<file path="src/rtl/core/mpeg2iq_pkg.sv">
// ----------------------------------------------------------------------------
// mpeg2iq_pkg
// Shared types, constants and scan tables of the inverse quant / scan block.
// ----------------------------------------------------------------------------
package mpeg2iq_pkg;

   localparam int unsigned LVL_W  = 12;
   localparam int unsigned IDX_W  = 6;
   localparam int unsigned POS_W  = 7;
   localparam int unsigned PROD_W = 31;

   localparam logic [POS_W-1:0] POS_LAST  = 7'd63;
   localparam logic [POS_W-1:0] POS_SAT   = 7'd64;
   localparam logic [IDX_W-1:0] IDX_LAST  = 6'd63;

   localparam logic FUNC_WEIGHT = 1'b0;
   localparam logic FUNC_PAIR   = 1'b1;

   localparam logic CSR_ALT_SCAN = 1'b0;
   localparam logic CSR_DC_PREC  = 1'b1;

   localparam logic signed [PROD_W-1:0] CLIP_MIN = -31'sd2048;
   localparam logic signed [PROD_W-1:0] CLIP_MAX = 31'sd2047;

   localparam logic [IDX_W-1:0] ZZ_ORDER [64] = '{
      6'd0,  6'd1,  6'd8,  6'd16, 6'd9,  6'd2,  6'd3,  6'd10,
      6'd17, 6'd24, 6'd32, 6'd25, 6'd18, 6'd11, 6'd4,  6'd5,
      6'd12, 6'd19, 6'd26, 6'd33, 6'd40, 6'd48, 6'd41, 6'd34,
      6'd27, 6'd20, 6'd13, 6'd6,  6'd7,  6'd14, 6'd21, 6'd28,
      6'd35, 6'd42, 6'd49, 6'd56, 6'd57, 6'd50, 6'd43, 6'd36,
      6'd29, 6'd22, 6'd15, 6'd23, 6'd30, 6'd37, 6'd44, 6'd51,
      6'd58, 6'd59, 6'd52, 6'd45, 6'd38, 6'd31, 6'd39, 6'd46,
      6'd53, 6'd60, 6'd61, 6'd54, 6'd47, 6'd55, 6'd62, 6'd63
   };

   localparam logic [IDX_W-1:0] ALT_ORDER [64] = '{
      6'd0,  6'd8,  6'd16, 6'd24, 6'd1,  6'd9,  6'd2,  6'd10,
      6'd17, 6'd25, 6'd32, 6'd40, 6'd48, 6'd56, 6'd57, 6'd49,
      6'd41, 6'd33, 6'd26, 6'd18, 6'd3,  6'd11, 6'd4,  6'd12,
      6'd19, 6'd27, 6'd34, 6'd42, 6'd50, 6'd58, 6'd35, 6'd43,
      6'd51, 6'd59, 6'd20, 6'd28, 6'd5,  6'd13, 6'd6,  6'd14,
      6'd21, 6'd29, 6'd36, 6'd44, 6'd52, 6'd60, 6'd37, 6'd45,
      6'd53, 6'd61, 6'd22, 6'd30, 6'd7,  6'd15, 6'd23, 6'd31,
      6'd38, 6'd46, 6'd54, 6'd62, 6'd39, 6'd47, 6'd55, 6'd63
   };

   typedef enum logic [2:0] {
      ST_IDLE,
      ST_MUL1,
      ST_MUL2,
      ST_STORE,
      ST_DRAIN_RD,
      ST_DRAIN_OUT
   } state_type;

   typedef struct packed {
      logic wr_weight;  // weight load transaction
      logic pair_load;  // capture a run-level pair, start weight read
      logic mul1;       // level term times weight
      logic mul2;       // times quantiser scale
      logic store;      // scale, clip, write coefficient
      logic drain_rd;   // read coefficient at drain counter
      logic advance;    // result taken, step drain counter
      logic clear;      // end of block, reset block state
   } cmd_type;

   typedef struct packed {
      logic eob;        // captured pair ends the block
      logic cnt_last;   // drain counter at final coefficient
   } status_type;

   function automatic logic signed [LVL_W-1:0] clip12(input logic signed [PROD_W-1:0] v);
      logic signed [LVL_W-1:0] r;
      if (v < CLIP_MIN) begin
         r = -12'sd2048;
      end else if (v > CLIP_MAX) begin
         r = 12'sd2047;
      end else begin
         r = v[LVL_W-1:0];
      end
      return r;
   endfunction

endpackage

</file>
<file path="src/rtl/core/mpeg2iq_ctrl.sv">
// ----------------------------------------------------------------------------
// mpeg2iq_ctrl
// Sequencer: accepts transactions, steps the dequantizer, drains the block.
// ----------------------------------------------------------------------------
module mpeg2iq_ctrl (
   input  logic                    clock,
   input  logic                    reset,
   input  logic                    req_valid,
   input  logic                    req_func,
   output logic                    req_ready,
   output logic                    rsp_valid,
   input  logic                    rsp_ready,
   input  mpeg2iq_pkg::status_type status,
   output mpeg2iq_pkg::cmd_type    cmd
);

   mpeg2iq_pkg::state_type state_ff, state_in;
   logic                   req_fire;
   logic                   rsp_fire;

   assign req_fire = req_valid && req_ready;
   assign rsp_fire = rsp_valid && rsp_ready;

   always_ff @(posedge clock) begin
      if (reset) begin
         state_ff <= mpeg2iq_pkg::ST_IDLE;
      end else begin
         state_ff <= state_in;
      end
   end

   always_comb begin
      state_in = state_ff;
      unique case (state_ff)
         mpeg2iq_pkg::ST_IDLE: begin
            if (req_fire && (req_func == mpeg2iq_pkg::FUNC_PAIR)) begin
               state_in = mpeg2iq_pkg::ST_MUL1;
            end
         end
         mpeg2iq_pkg::ST_MUL1:  state_in = mpeg2iq_pkg::ST_MUL2;
         mpeg2iq_pkg::ST_MUL2:  state_in = mpeg2iq_pkg::ST_STORE;
         mpeg2iq_pkg::ST_STORE: begin
            state_in = status.eob ? mpeg2iq_pkg::ST_DRAIN_RD : mpeg2iq_pkg::ST_IDLE;
         end
         mpeg2iq_pkg::ST_DRAIN_RD: state_in = mpeg2iq_pkg::ST_DRAIN_OUT;
         mpeg2iq_pkg::ST_DRAIN_OUT: begin
            if (rsp_fire) begin
               state_in = status.cnt_last ? mpeg2iq_pkg::ST_IDLE
                                          : mpeg2iq_pkg::ST_DRAIN_RD;
            end
         end
         default: state_in = mpeg2iq_pkg::ST_IDLE;
      endcase
   end

   // ready/valid are constant high in their states, so the handshake reduces
   // to the other side's signal here
   always_comb begin
      cmd       = '0;
      req_ready = 1'b0;
      rsp_valid = 1'b0;
      unique case (state_ff)
         mpeg2iq_pkg::ST_IDLE: begin
            req_ready     = 1'b1;
            cmd.wr_weight = req_valid && (req_func == mpeg2iq_pkg::FUNC_WEIGHT);
            cmd.pair_load = req_valid && (req_func == mpeg2iq_pkg::FUNC_PAIR);
         end
         mpeg2iq_pkg::ST_MUL1:     cmd.mul1     = 1'b1;
         mpeg2iq_pkg::ST_MUL2:     cmd.mul2     = 1'b1;
         mpeg2iq_pkg::ST_STORE:    cmd.store    = 1'b1;
         mpeg2iq_pkg::ST_DRAIN_RD: cmd.drain_rd = 1'b1;
         mpeg2iq_pkg::ST_DRAIN_OUT: begin
            rsp_valid   = 1'b1;
            cmd.advance = rsp_ready;
            cmd.clear   = rsp_ready && status.cnt_last;
         end
         default: begin
            cmd = '0;
         end
      endcase
   end

endmodule

</file>
<file path="src/rtl/core/mpeg2iq_dp.sv">
// ----------------------------------------------------------------------------
// mpeg2iq_dp
// Datapath: weight and coefficient memories, scan lookup, dequantizer.
// ----------------------------------------------------------------------------
module mpeg2iq_dp (
   input  logic                    clock,
   input  logic                    reset,
   input  mpeg2iq_pkg::cmd_type    cmd,
   output mpeg2iq_pkg::status_type status,
   input  logic                    csr_write,
   input  logic                    csr_index,
   input  logic [1:0]              csr_wdata,
   input  logic                    req_intra,
   input  logic [5:0]              req_weight_index,
   input  logic [7:0]              req_weight,
   input  logic [5:0]              req_run,
   input  logic signed [11:0]      req_level,
   input  logic [6:0]              req_quant_scale,
   input  logic                    req_end_of_block,
   output logic [5:0]              rsp_coef_index,
   output logic signed [11:0]      rsp_coef_value,
   output logic                    rsp_last,
   output logic                    rsp_overflow
);

   // configuration
   logic       alt_ff;
   logic [1:0] prec_ff;

   // block state
   logic [6:0]  scan_pos_ff;
   logic        parity_ff;
   logic        blk_start_ff;
   logic        ovf_seen_ff;
   logic [63:0] vld_ff;
   logic [5:0]  cnt_ff;

   // memories
   logic [7:0]  wmem [128];
   logic [11:0] cmem [64];

   // captured pair
   logic [7:0]         w_ff;
   logic signed [11:0] lvl_ff;
   logic [6:0]         q_ff;
   logic               intra_ff;
   logic               eob_ff;
   logic               dc_ff;
   logic               ovf_ff;
   logic [5:0]         raster_ff;
   logic [6:0]         next_pos_ff;

   logic signed [22:0] prod1_ff;
   logic signed [30:0] prod2_ff;

   logic [11:0] crd_ff;
   logic        vrd_ff;

   // pair decode at accept
   logic [6:0] pos_sum;
   logic       dc_hit;
   logic       ovf_hit;
   logic [5:0] scan_idx;
   logic [5:0] raster;

   assign pos_sum  = scan_pos_ff + {1'b0, req_run};
   assign dc_hit   = blk_start_ff && req_intra && (req_run == 6'd0);
   assign ovf_hit  = !dc_hit && (pos_sum > mpeg2iq_pkg::POS_LAST);
   assign scan_idx = dc_hit ? 6'd0 : pos_sum[5:0];
   assign raster   = alt_ff ? mpeg2iq_pkg::ALT_ORDER[scan_idx]
                            : mpeg2iq_pkg::ZZ_ORDER[scan_idx];

   // level term: level for intra, 2*level+sign otherwise
   logic signed [13:0] sgn;
   logic signed [13:0] m_val;

   always_comb begin
      if (lvl_ff > 12'sd0) begin
         sgn = 14'sd1;
      end else if (lvl_ff < 12'sd0) begin
         sgn = -14'sd1;
      end else begin
         sgn = 14'sd0;
      end
      if (intra_ff) begin
         m_val = {{2{lvl_ff[11]}}, lvl_ff};
      end else begin
         m_val = $signed({lvl_ff[11], lvl_ff, 1'b0}) + sgn;
      end
   end

   // scale down toward zero, then clip; DC path is a plain shift
   logic signed [30:0] adj;
   logic signed [30:0] quot;
   logic signed [30:0] dc_wide;
   logic signed [11:0] new_val;

   always_comb begin
      if (prod2_ff[30]) begin
         adj = prod2_ff + (intra_ff ? 31'sd15 : 31'sd31);
      end else begin
         adj = prod2_ff;
      end
      quot    = intra_ff ? (adj >>> 4) : (adj >>> 5);
      dc_wide = $signed({{19{lvl_ff[11]}}, lvl_ff}) <<< (2'd3 - prec_ff);
      new_val = dc_ff ? mpeg2iq_pkg::clip12(dc_wide) : mpeg2iq_pkg::clip12(quot);
   end

   always_ff @(posedge clock) begin
      if (reset) begin
         alt_ff       <= 1'b0;
         prec_ff      <= 2'd0;
         scan_pos_ff  <= '0;
         parity_ff    <= 1'b0;
         blk_start_ff <= 1'b1;
         ovf_seen_ff  <= 1'b0;
         vld_ff       <= '0;
         cnt_ff       <= '0;
      end else begin
         if (csr_write) begin
            if (csr_index == mpeg2iq_pkg::CSR_ALT_SCAN) begin
               alt_ff <= csr_wdata[0];
            end else begin
               prec_ff <= csr_wdata;
            end
         end
         if (cmd.pair_load) begin
            blk_start_ff <= 1'b0;
            if (ovf_hit) begin
               ovf_seen_ff <= 1'b1;
            end
         end
         if (cmd.store) begin
            scan_pos_ff <= next_pos_ff;
            if (!ovf_ff) begin
               vld_ff[raster_ff] <= 1'b1;
               parity_ff         <= parity_ff ^ new_val[0];
            end
         end
         if (cmd.advance) begin
            cnt_ff <= cnt_ff + 6'd1;
         end
         if (cmd.clear) begin
            scan_pos_ff  <= '0;
            parity_ff    <= 1'b0;
            blk_start_ff <= 1'b1;
            ovf_seen_ff  <= 1'b0;
            vld_ff       <= '0;
         end
      end
   end

   // payload registers
   always_ff @(posedge clock) begin
      if (cmd.wr_weight) begin
         wmem[{req_intra, req_weight_index}] <= req_weight;
      end
      if (cmd.pair_load) begin
         w_ff        <= wmem[{req_intra, raster}];
         lvl_ff      <= req_level;
         q_ff        <= req_quant_scale;
         intra_ff    <= req_intra;
         eob_ff      <= req_end_of_block;
         dc_ff       <= dc_hit;
         ovf_ff      <= ovf_hit;
         raster_ff   <= raster;
         next_pos_ff <= dc_hit  ? 7'd1 :
                        ovf_hit ? mpeg2iq_pkg::POS_SAT : (pos_sum + 7'd1);
      end
      if (cmd.mul1) begin
         prod1_ff <= m_val * $signed({1'b0, w_ff});
      end
      if (cmd.mul2) begin
         prod2_ff <= prod1_ff * $signed({1'b0, q_ff});
      end
      if (cmd.store && !ovf_ff) begin
         cmem[raster_ff] <= new_val;
      end
      if (cmd.drain_rd) begin
         crd_ff <= cmem[cnt_ff];
         vrd_ff <= vld_ff[cnt_ff];
      end
   end

   assign status.eob      = eob_ff;
   assign status.cnt_last = (cnt_ff == mpeg2iq_pkg::IDX_LAST);

   // mismatch control flips the LSB of the last coefficient on even parity
   assign rsp_coef_index = cnt_ff;
   assign rsp_last       = status.cnt_last;
   assign rsp_overflow   = ovf_seen_ff;
   assign rsp_coef_value = $signed(vrd_ff ? crd_ff : 12'd0)
                           ^ $signed({11'd0, status.cnt_last && !parity_ff});

endmodule

</file>
<file path="src/rtl/core/mpeg2_inverse_quant_scan_top.sv">
// ----------------------------------------------------------------------------
// mpeg2_inverse_quant_scan_top
// MPEG-2 inverse quantization and inverse scan of one 8x8 block.
// ----------------------------------------------------------------------------
// Usage:
//   req_* channel: weight loads (func 0) and run-level pairs (func 1).
//   A pair runs these steps before the next accept: weight memory read at
//   the accept edge, two multiplies (level term by weight, then by
//   quantiser scale), then scale/clip/store.
//   The end_of_block pair is followed by 64 rsp_* transactions in raster
//   order, each a coefficient memory read, then output; req_ready is low
//   for the whole drain.
//   A stalled rsp_ready holds the current coefficient; nothing is lost.
//   csr_* channel is always ready; index 0 selects alternate scan, index 1
//   the intra DC precision. Write only while the block is idle.
//   Reset clears configuration, scan state and the coefficient valid bits;
//   the weight memory holds garbage until loaded. No clearing pass is needed.
// ----------------------------------------------------------------------------
module mpeg2_inverse_quant_scan_top (
   input  logic               clock,
   input  logic               reset,
   input  logic               req_valid,
   output logic               req_ready,
   input  logic               req_func,
   input  logic               req_intra,
   input  logic [5:0]         req_weight_index,
   input  logic [7:0]         req_weight,
   input  logic [5:0]         req_run,
   input  logic signed [11:0] req_level,
   input  logic [6:0]         req_quant_scale,
   input  logic               req_end_of_block,
   output logic               rsp_valid,
   input  logic               rsp_ready,
   output logic [5:0]         rsp_coef_index,
   output logic signed [11:0] rsp_coef_value,
   output logic               rsp_last,
   output logic               rsp_overflow,
   input  logic               csr_valid,
   output logic               csr_ready,
   input  logic               csr_index,
   input  logic [1:0]         csr_wdata
);

   mpeg2iq_pkg::cmd_type    cmd;
   mpeg2iq_pkg::status_type status;

   assign csr_ready = 1'b1;

   mpeg2iq_ctrl u_ctrl (
      .clock     (clock),
      .reset     (reset),
      .req_valid (req_valid),
      .req_func  (req_func),
      .req_ready (req_ready),
      .rsp_valid (rsp_valid),
      .rsp_ready (rsp_ready),
      .status    (status),
      .cmd       (cmd)
   );

   mpeg2iq_dp u_dp (
      .clock            (clock),
      .reset            (reset),
      .cmd              (cmd),
      .status           (status),
      .csr_write        (csr_valid && csr_ready),
      .csr_index        (csr_index),
      .csr_wdata        (csr_wdata),
      .req_intra        (req_intra),
      .req_weight_index (req_weight_index),
      .req_weight       (req_weight),
      .req_run          (req_run),
      .req_level        (req_level),
      .req_quant_scale  (req_quant_scale),
      .req_end_of_block (req_end_of_block),
      .rsp_coef_index   (rsp_coef_index),
      .rsp_coef_value   (rsp_coef_value),
      .rsp_last         (rsp_last),
      .rsp_overflow     (rsp_overflow)
   );

endmodule

</file>
<file path="config.mk">
export PLATFORM = sky130hd
export DESIGN_NAME = mpeg2_inverse_quant_scan_top
export DESIGN_NICKNAME = d
export VERILOG_FILES = /design/src/rtl/core/mpeg2iq_pkg.sv /design/src/rtl/core/mpeg2iq_ctrl.sv /design/src/rtl/core/mpeg2iq_dp.sv /design/src/rtl/core/mpeg2_inverse_quant_scan_top.sv
export SDC_FILE = /design/constraint.sdc
export NUM_CORES = 2
export LEC_CHECK = 0
export ABC_CLOCK_PERIOD_IN_PS = 6850
export BUFFER_PORTS_ARGS = -buffer_cell sky130_fd_sc_hd__buf_2
export CAP_MARGIN = 40
export CORE_ASPECT_RATIO = 1.5
export CORE_MARGIN = 2
export CORE_UTILIZATION = 45
export CTS_CLUSTER_DIAMETER = 120
export DETAILED_ROUTE_END_ITERATION = 6
export PLACE_DENSITY = 0.67
export SYNTH_ARGS = -nofsm -noshare
export SYNTH_HDL_FRONTEND = slang
export SYNTH_SLANG_ARGS = --single-unit
export TNS_END_PERCENT = 10
</file>
<file path="constraint.sdc">
create_clock -name clock -period 6.85 [get_ports clock]
set_input_delay 1.37 -clock clock [delete_from_list [all_inputs] [get_ports clock]]
set_output_delay 1.37 -clock clock [all_outputs]
set_load 0.05 [all_outputs]
</file>
* Word level (Yosys, flattened, before mapping) *
Memories as Yosys holds them, arrays and structs flattened. A register that Yosys moved wholly into a read port is not among the register bits.
Cells that the tools add are included.

word-level totals
  register bits after elaboration = 177
  latch bits = 0
  bits in writable memories = 1792
  ROM bits = 768
  input port bits = 50
  output and inout bits = 23
  logic and storage cells = 124
  memories = 4

memory list
  memory            depth  bits a word  rd ports  clocked after memory_dff  write ports  RTL line          RTL
  u_dp.wmem         128    8            1         1                         1            mpeg2iq_dp.sv:39  logic [7:0] wmem [128];
  u_dp.cmem         64     12           1         1                         1            mpeg2iq_dp.sv:40  logic [11:0] cmem [64];
  (name not given)  64     6            1         0                         0            mpeg2iq_dp.sv:71  : mpeg2iq_pkg::ZZ_ORDER[scan_idx];
  (name not given)  64     6            1         0                         0            mpeg2iq_dp.sv:70  assign raster = alt_ff ? mpeg2iq_pkg::ALT_ORDER[scan_idx]

cells by class
  add/subtract/negate cells = 6
  $mul = 2
  divide/modulo/power cells = 0
  order comparisons = 11
  equality and inequality tests = 8
  shift-type cells = 1
  mux-type cells = 40
  bitwise logic cells = 7
  reduce and logical (&&, ||, !) cells = 24

operator list
  cell                    number
  $mux W12                6
  $or A64 B64 Y64         1
  $mux W14                3
  $mux W6                 6
  $add A31 B31 Y31        1
  $gt A31 B12 Y1 const B  1
  $lt A31 B12 Y1 const B  1
  $mul A23 B8 Y31         1
  $mux W31                1
  $sshl A12 B2 Y31        1
  $gt A27 B12 Y1 const B  1
  $lt A27 B12 Y1 const B  1
  $mux W26                1
  $mul A14 B9 Y23         1
  $pmux W3 S6             1
  $add A13 B14 Y14        1
  $lt A6 B7 Y1 const B    2
  $gt A12 B1 Y1 const B   1
  $logic_and A1 B1 Y1     12
  $lt A12 B1 Y1 const B   1
  $mux W1                 12
  $mux W3                 4
  $xor A12 B2 Y12         1
  $reduce_and A2 Y1       5
  24 further kinds        33

* Logic depth before layout (Yosys ltp) *
  word-level depth = 9
  mapped depth = 30
  gate-level depth less buffers = 30

* By module *
A second synthesis with hierarchy kept.

second synthesis, totals
  cells, all modules = 6296
  area, all modules = 90379.2 µm²

by module, submodules not included
  module                        instances  cells an instance  area an instance (µm²)  sequential area each (µm²)
  mpeg2iq_dp                    1          6266               90106.4                 58806.4
  mpeg2iq_ctrl                  1          28                 261.5                   60.1
  mpeg2_inverse_quant_scan_top  1          2                  11.3                    0.0

* Worst setup path before layout *
Ideal clock, no wire load.

  kind = flip-flop to flip-flop
  start point = reg u_dp.lvl_ff[11]
  end point = reg u_dp.prod1_ff[21] (data pin)
  setup time = 0.262 ns
  arrival = 6.634 ns
  data required time = 6.588 ns
  path slack = -0.046 ns
  cell stages (with the launch flop) = 31
  path buffers = 0
  clock period less this slack = 6.896 ns
  path through = edfxtp_1 -> ha_1 -> inv_1 -> fa_1 -> nor2b_1 -> o21ai_0 -> a21boi_0 -> o21ai_0 -> a21boi_0 -> o21ai_0 -> nand2b_1 -> a21o_1 -> a21oi_1 -> xor2_1 -> o21ai_1 -> nand2_1 -> fa_1 -> fa_1 -> inv_1 -> fa_1 -> inv_1 -> fa_1 -> inv_1 -> ha_1 -> inv_1 -> o311a_1 -> a2111oi_0 -> o21a_1 -> o21ai_0 -> a21oi_1 -> xor2_1

between the ends
  word-level cells in the longest chain between the ends = 6
  elaborated cells on any way between the ends = 7
  classes of those cells = 1 x add/sub; 1 x mul; 2 x order compare; 3 x mux

RTL lines
  element                   RTL line           RTL
  start: declaration        mpeg2iq_dp.sv:44   logic signed [11:0] lvl_ff;
  start signal: assignment  mpeg2iq_dp.sv:160  lvl_ff <= req_level;
  $lt A12 B1 Y1             mpeg2iq_dp.sv:80   end else if (lvl_ff < 12'sd0) begin
  $mux W14                  mpeg2iq_dp.sv:80
  $mux W14                  mpeg2iq_dp.sv:78   if (lvl_ff > 12'sd0) begin
  $add A13 B14 Y14          mpeg2iq_dp.sv:88   m_val = $signed({lvl_ff[11], lvl_ff, 1'b0}) + sgn;
  $mux W14 *                mpeg2iq_dp.sv:85   if (intra_ff) begin
  $mul A14 B9 Y23 *         mpeg2iq_dp.sv:171  prod1_ff <= m_val * $signed({1'b0, w_ff});
  end signal: assignment    mpeg2iq_dp.sv:171
  end: declaration          mpeg2iq_dp.sv:53   logic signed [22:0] prod1_ff;

Mark *: on every way between the ends. The rest lies on a longest branch, timed or not.
A chain may end at the register's enable or synchronous reset.

* Worst setup path after layout *
Same ends and word-level chain as after synthesis.

==> results by group <==
Status
  – Outcome: finished clean

Timing
  – RSZ-0062 raised after global routing: yes
  – # setup viols final: 0
  – Fmax: around 0.15 GHz
  – Final hold vios: 0
  – Setup TNS: 0 ps
  – Final Max Slew Viols: 0
  – Layout Skew: 106 ps
  – Max_slew headroom: 34.9%
  – Fin crit period: 6650 ps
  – Final worst-path cycle share: ~97%
  – Worst-Margin Slew: 977 ps

Logic synthesis
  – Synthesized Nets: 6555
  – Post-Syn Area: 0.0897 mm²
  – Yosys top cell by area: edfxtp_1
  – Synth area leaders: edfxtp_1, mux4_2, fa_1
  – Mean post-synth cell area: 14.6 µm²
  – Unique masters post-synth: 96
  – Post-synthesis register bit count: 1989
  – Top-area cell type share of the netlist area: 63.7%
  – Sequential area share after synthesis: 65.6%
  – Number of flops mapped to enable cells by yosys: 1903
  – Gate Count Post-Synth: 6152
  – Most used DFF post-synth: edfxtp_1
  – Warnings, synthesis: 0
  – Ys async rst share: 0%

Critical path
  – Worst R2R Path Depth: 28
  – Critical path peak fanout: 5
  – Critical R2R Launch: u_dp.lvl_ff[11]
  – Setup slack, reg-to-reg: 200 ps
  – CP peak stage delay: 570 ps
  – Worst Path Required: 7410 ps
  – Most Frequent Cell on Critical Path: a21oi_2
  – Setup CP Type: register to register
  – Crit path max-delay cell type: fa_1
  – CP delay by family, top: adder cells
  – CP Data Arrival Time: 7210 ps
  – FF-to-FF End: u_dp.prod1_ff[21]
  – CP Launch Type: register
  – Buffer and inverter count on the worst path: 5
  – CP endpoint kind: register

Global route
  – Met2 GRT Util: between 30 and 40%
  – GR Util met1: 26.2%
  – Busiest layer in global routing: met2
  – Vias in the first global route: 54151
  – Initial antenna violation count: 4
  – First-pass GRT wire length: around 330 mm
  – Largest net degree at the start of global routing: between 90 and 100
  – Grt total ovfl: 0
  – Gr usage total: 21.8%
  – GR Util met3: 2.61%

Routing
  – Drt pass-1 iters: 6
  – Drt first-iter violations: a little under 5000
  – DRC: 0
  – DR vias: around 53000
  – WL/cell: 24.3 µm
  – Antenna Nets Post-Route: 0
  – WL final: between 200 and 250 mm
  – Vias/cell: 5.79

Clocking
  – CTS tree: yes
  – Worst skew pair latency: between 800 and 900 ps
  – Reg clk slew, reported paths: 70 ps
  – Clock Tree Buf Depth: 4
  – Hold buffer count at CTS: 0
  – Root Buffer: clkbuf_16
  – Depth of the CTS H-tree: 4
  – CTS buffer count: 189
  – Clk sink count: 1989

Worst hold path
  – Hold_sp: u_dp.blk_start_ff
  – Min-delay worst type: register to register
  – Worst Hold Depth: 1
  – Hold EP: u_dp.blk_start_ff

Place
  – Number of buffers added on ports: 71
  – Routability congestion estimate from global placement: 0.904
  – Dpl hpwl: 148 mm
  – Cells after DPL: slightly below 9000
  – Area after DPL: about 0.095 mm²

Power and ir drop
  – Pleak: 34.7 nW
  – PD cells: 411 mW/mm²
  – Worst ir drop on vdd: 0.711 mV

Cells and area
  – Commonest non-fill, non-tap cell in the layout: edfxtp_1
  – Post-Layout Inst Area: 0.102 mm²
  – P&R area growth vs syn: 13.4%
  – Most frequent cells in the layout: edfxtp_1, nand2_1, nor2_1
  – Layout Nets: 6835
  – Post-route insts no fill: between 9000 and 10000
  – Layout cells sized above 1: 16.7%

Floorplanning
  – Die H: 551 µm
  – Core footprint: roughly 0.2 mm²
  – Die area: about 0.2 mm²
  – Die width: 369 µm
  – Starting Density: 45.3%
  – Io pins: 73
  – Row Count: 200

Run
  – Max-cap violations: 0
-- synth_stat cells, types with 49 or more instances --
master    count
edfxtp_1   1903
nand2_1     763
nor2_1      492
a21oi_1     305
inv_1       296
mux4_2      277
and2_1      216
fa_1        204
clkbuf_1    166
ha_1        149
nand3_1     132
mux2i_1     129
buf_2        91
dfxtp_1      86
a22oi_1      75
xnor2_1      68
a211oi_1     67
o21ai_0      65
nor3_1       56
buf_1        49
-- worst max-delay path by stage --
stage	slack (ps)	cells after the start	end	startpoint
after floorplan	10	30	u_dp.prod1_ff[21]	u_dp.lvl_ff[11]
after global placement	-170	30	u_dp.prod1_ff[21]	u_dp.lvl_ff[11]
after detailed placement	-240	30	u_dp.prod1_ff[21]	u_dp.lvl_ff[11]
after CTS	40	30	u_dp.prod1_ff[21]	u_dp.lvl_ff[11]
after global routing	-130	28	u_dp.prod1_ff[21]	u_dp.lvl_ff[11]
final	200	28	u_dp.prod1_ff[21]	u_dp.lvl_ff[11]
-- layer usage --
metal	up-vias	part of all wire, %
met3	527	6.1
met4	2	4.9
met1	27184	37
met5	-	0.0058
met2	2060	52
li1	23536	-
-- worst register-to-register path: cells and delay by family, from the launching register on --
family,cells,cell delay (ps)
and+or+nand+nor,2,220
AOI/OAI and AO/OA,13,2260
DFF,1,470
buffers and inverters,5,580
xor gates and xnor gates,2,280
adders and majority gates,6,2670
-- flip-flops by register name, summed over array words and instances (netlist names), 7 cells and up --
register	flops
u_dp.wmem	1024
u_dp.prod2_ff	31
u_dp.cmem	768
u_dp.q_ff	7
u_dp.vld_ff	64
u_dp.scan_pos_ff	7
u_dp.prod1_ff	23
u_dp.crd_ff	12
u_dp.w_ff	8
u_dp.next_pos_ff	7
u_dp.lvl_ff	12
-- area by class of cell --
cell class	count	area, µm²
multi-input combinational	3544	28800
sequential	1989	58900
fill	16154	96200
inverter	301	1140
antenna	3	7.51
clock buffer	244	5030
tap	2626	3290
clock inverter	94	1000
timing repair buffer	407	3540
-- cells by family after synthesis --
group	Yosys count	synth area share [%]
adders and majority gates	353	6.63
xor gates and xnor gates	95	0.944
other	1	0.00418
AOI/OAI and AO/OA	866	6.57
and+or+nand+nor	1821	9.01
DFF	1989	65.6
buffers and inverters	619	2.78
muxes	408	8.42
-- power by group --
part	internal (mW)	total, mW	switching [mW]	leakage, nW
Clock	5.90	10.4	4.48	2.92
Combinational	6.97	16.4	9.39	13.9
Sequential	14.7	15.1	0.377	17.9
-- what timing repair did --
| action | in CTS | in global routing |
|---|---|---|
| endpoints found under the setup margin | 2 | 8 |
| gates resized for setup | 3 | 46 |
| setup buffers | 0 | 10 |
| pin swaps | 0 | 39 |
-- stage by stage --
stage               setup WS, ps  util (%)  power, mW  hold WS (ps)
floorplan                   12.6         -       26.5           418
global placement            -173      47.8       31.1           430
detailed placement          -238      48.2       31.5           431
CTS                         36.4      51.3       41.9           468
global route                -127      51.4       44.6           482
finish                       200      51.4       41.8           460
Note: power is estimated with default switching activity, not from simulation.
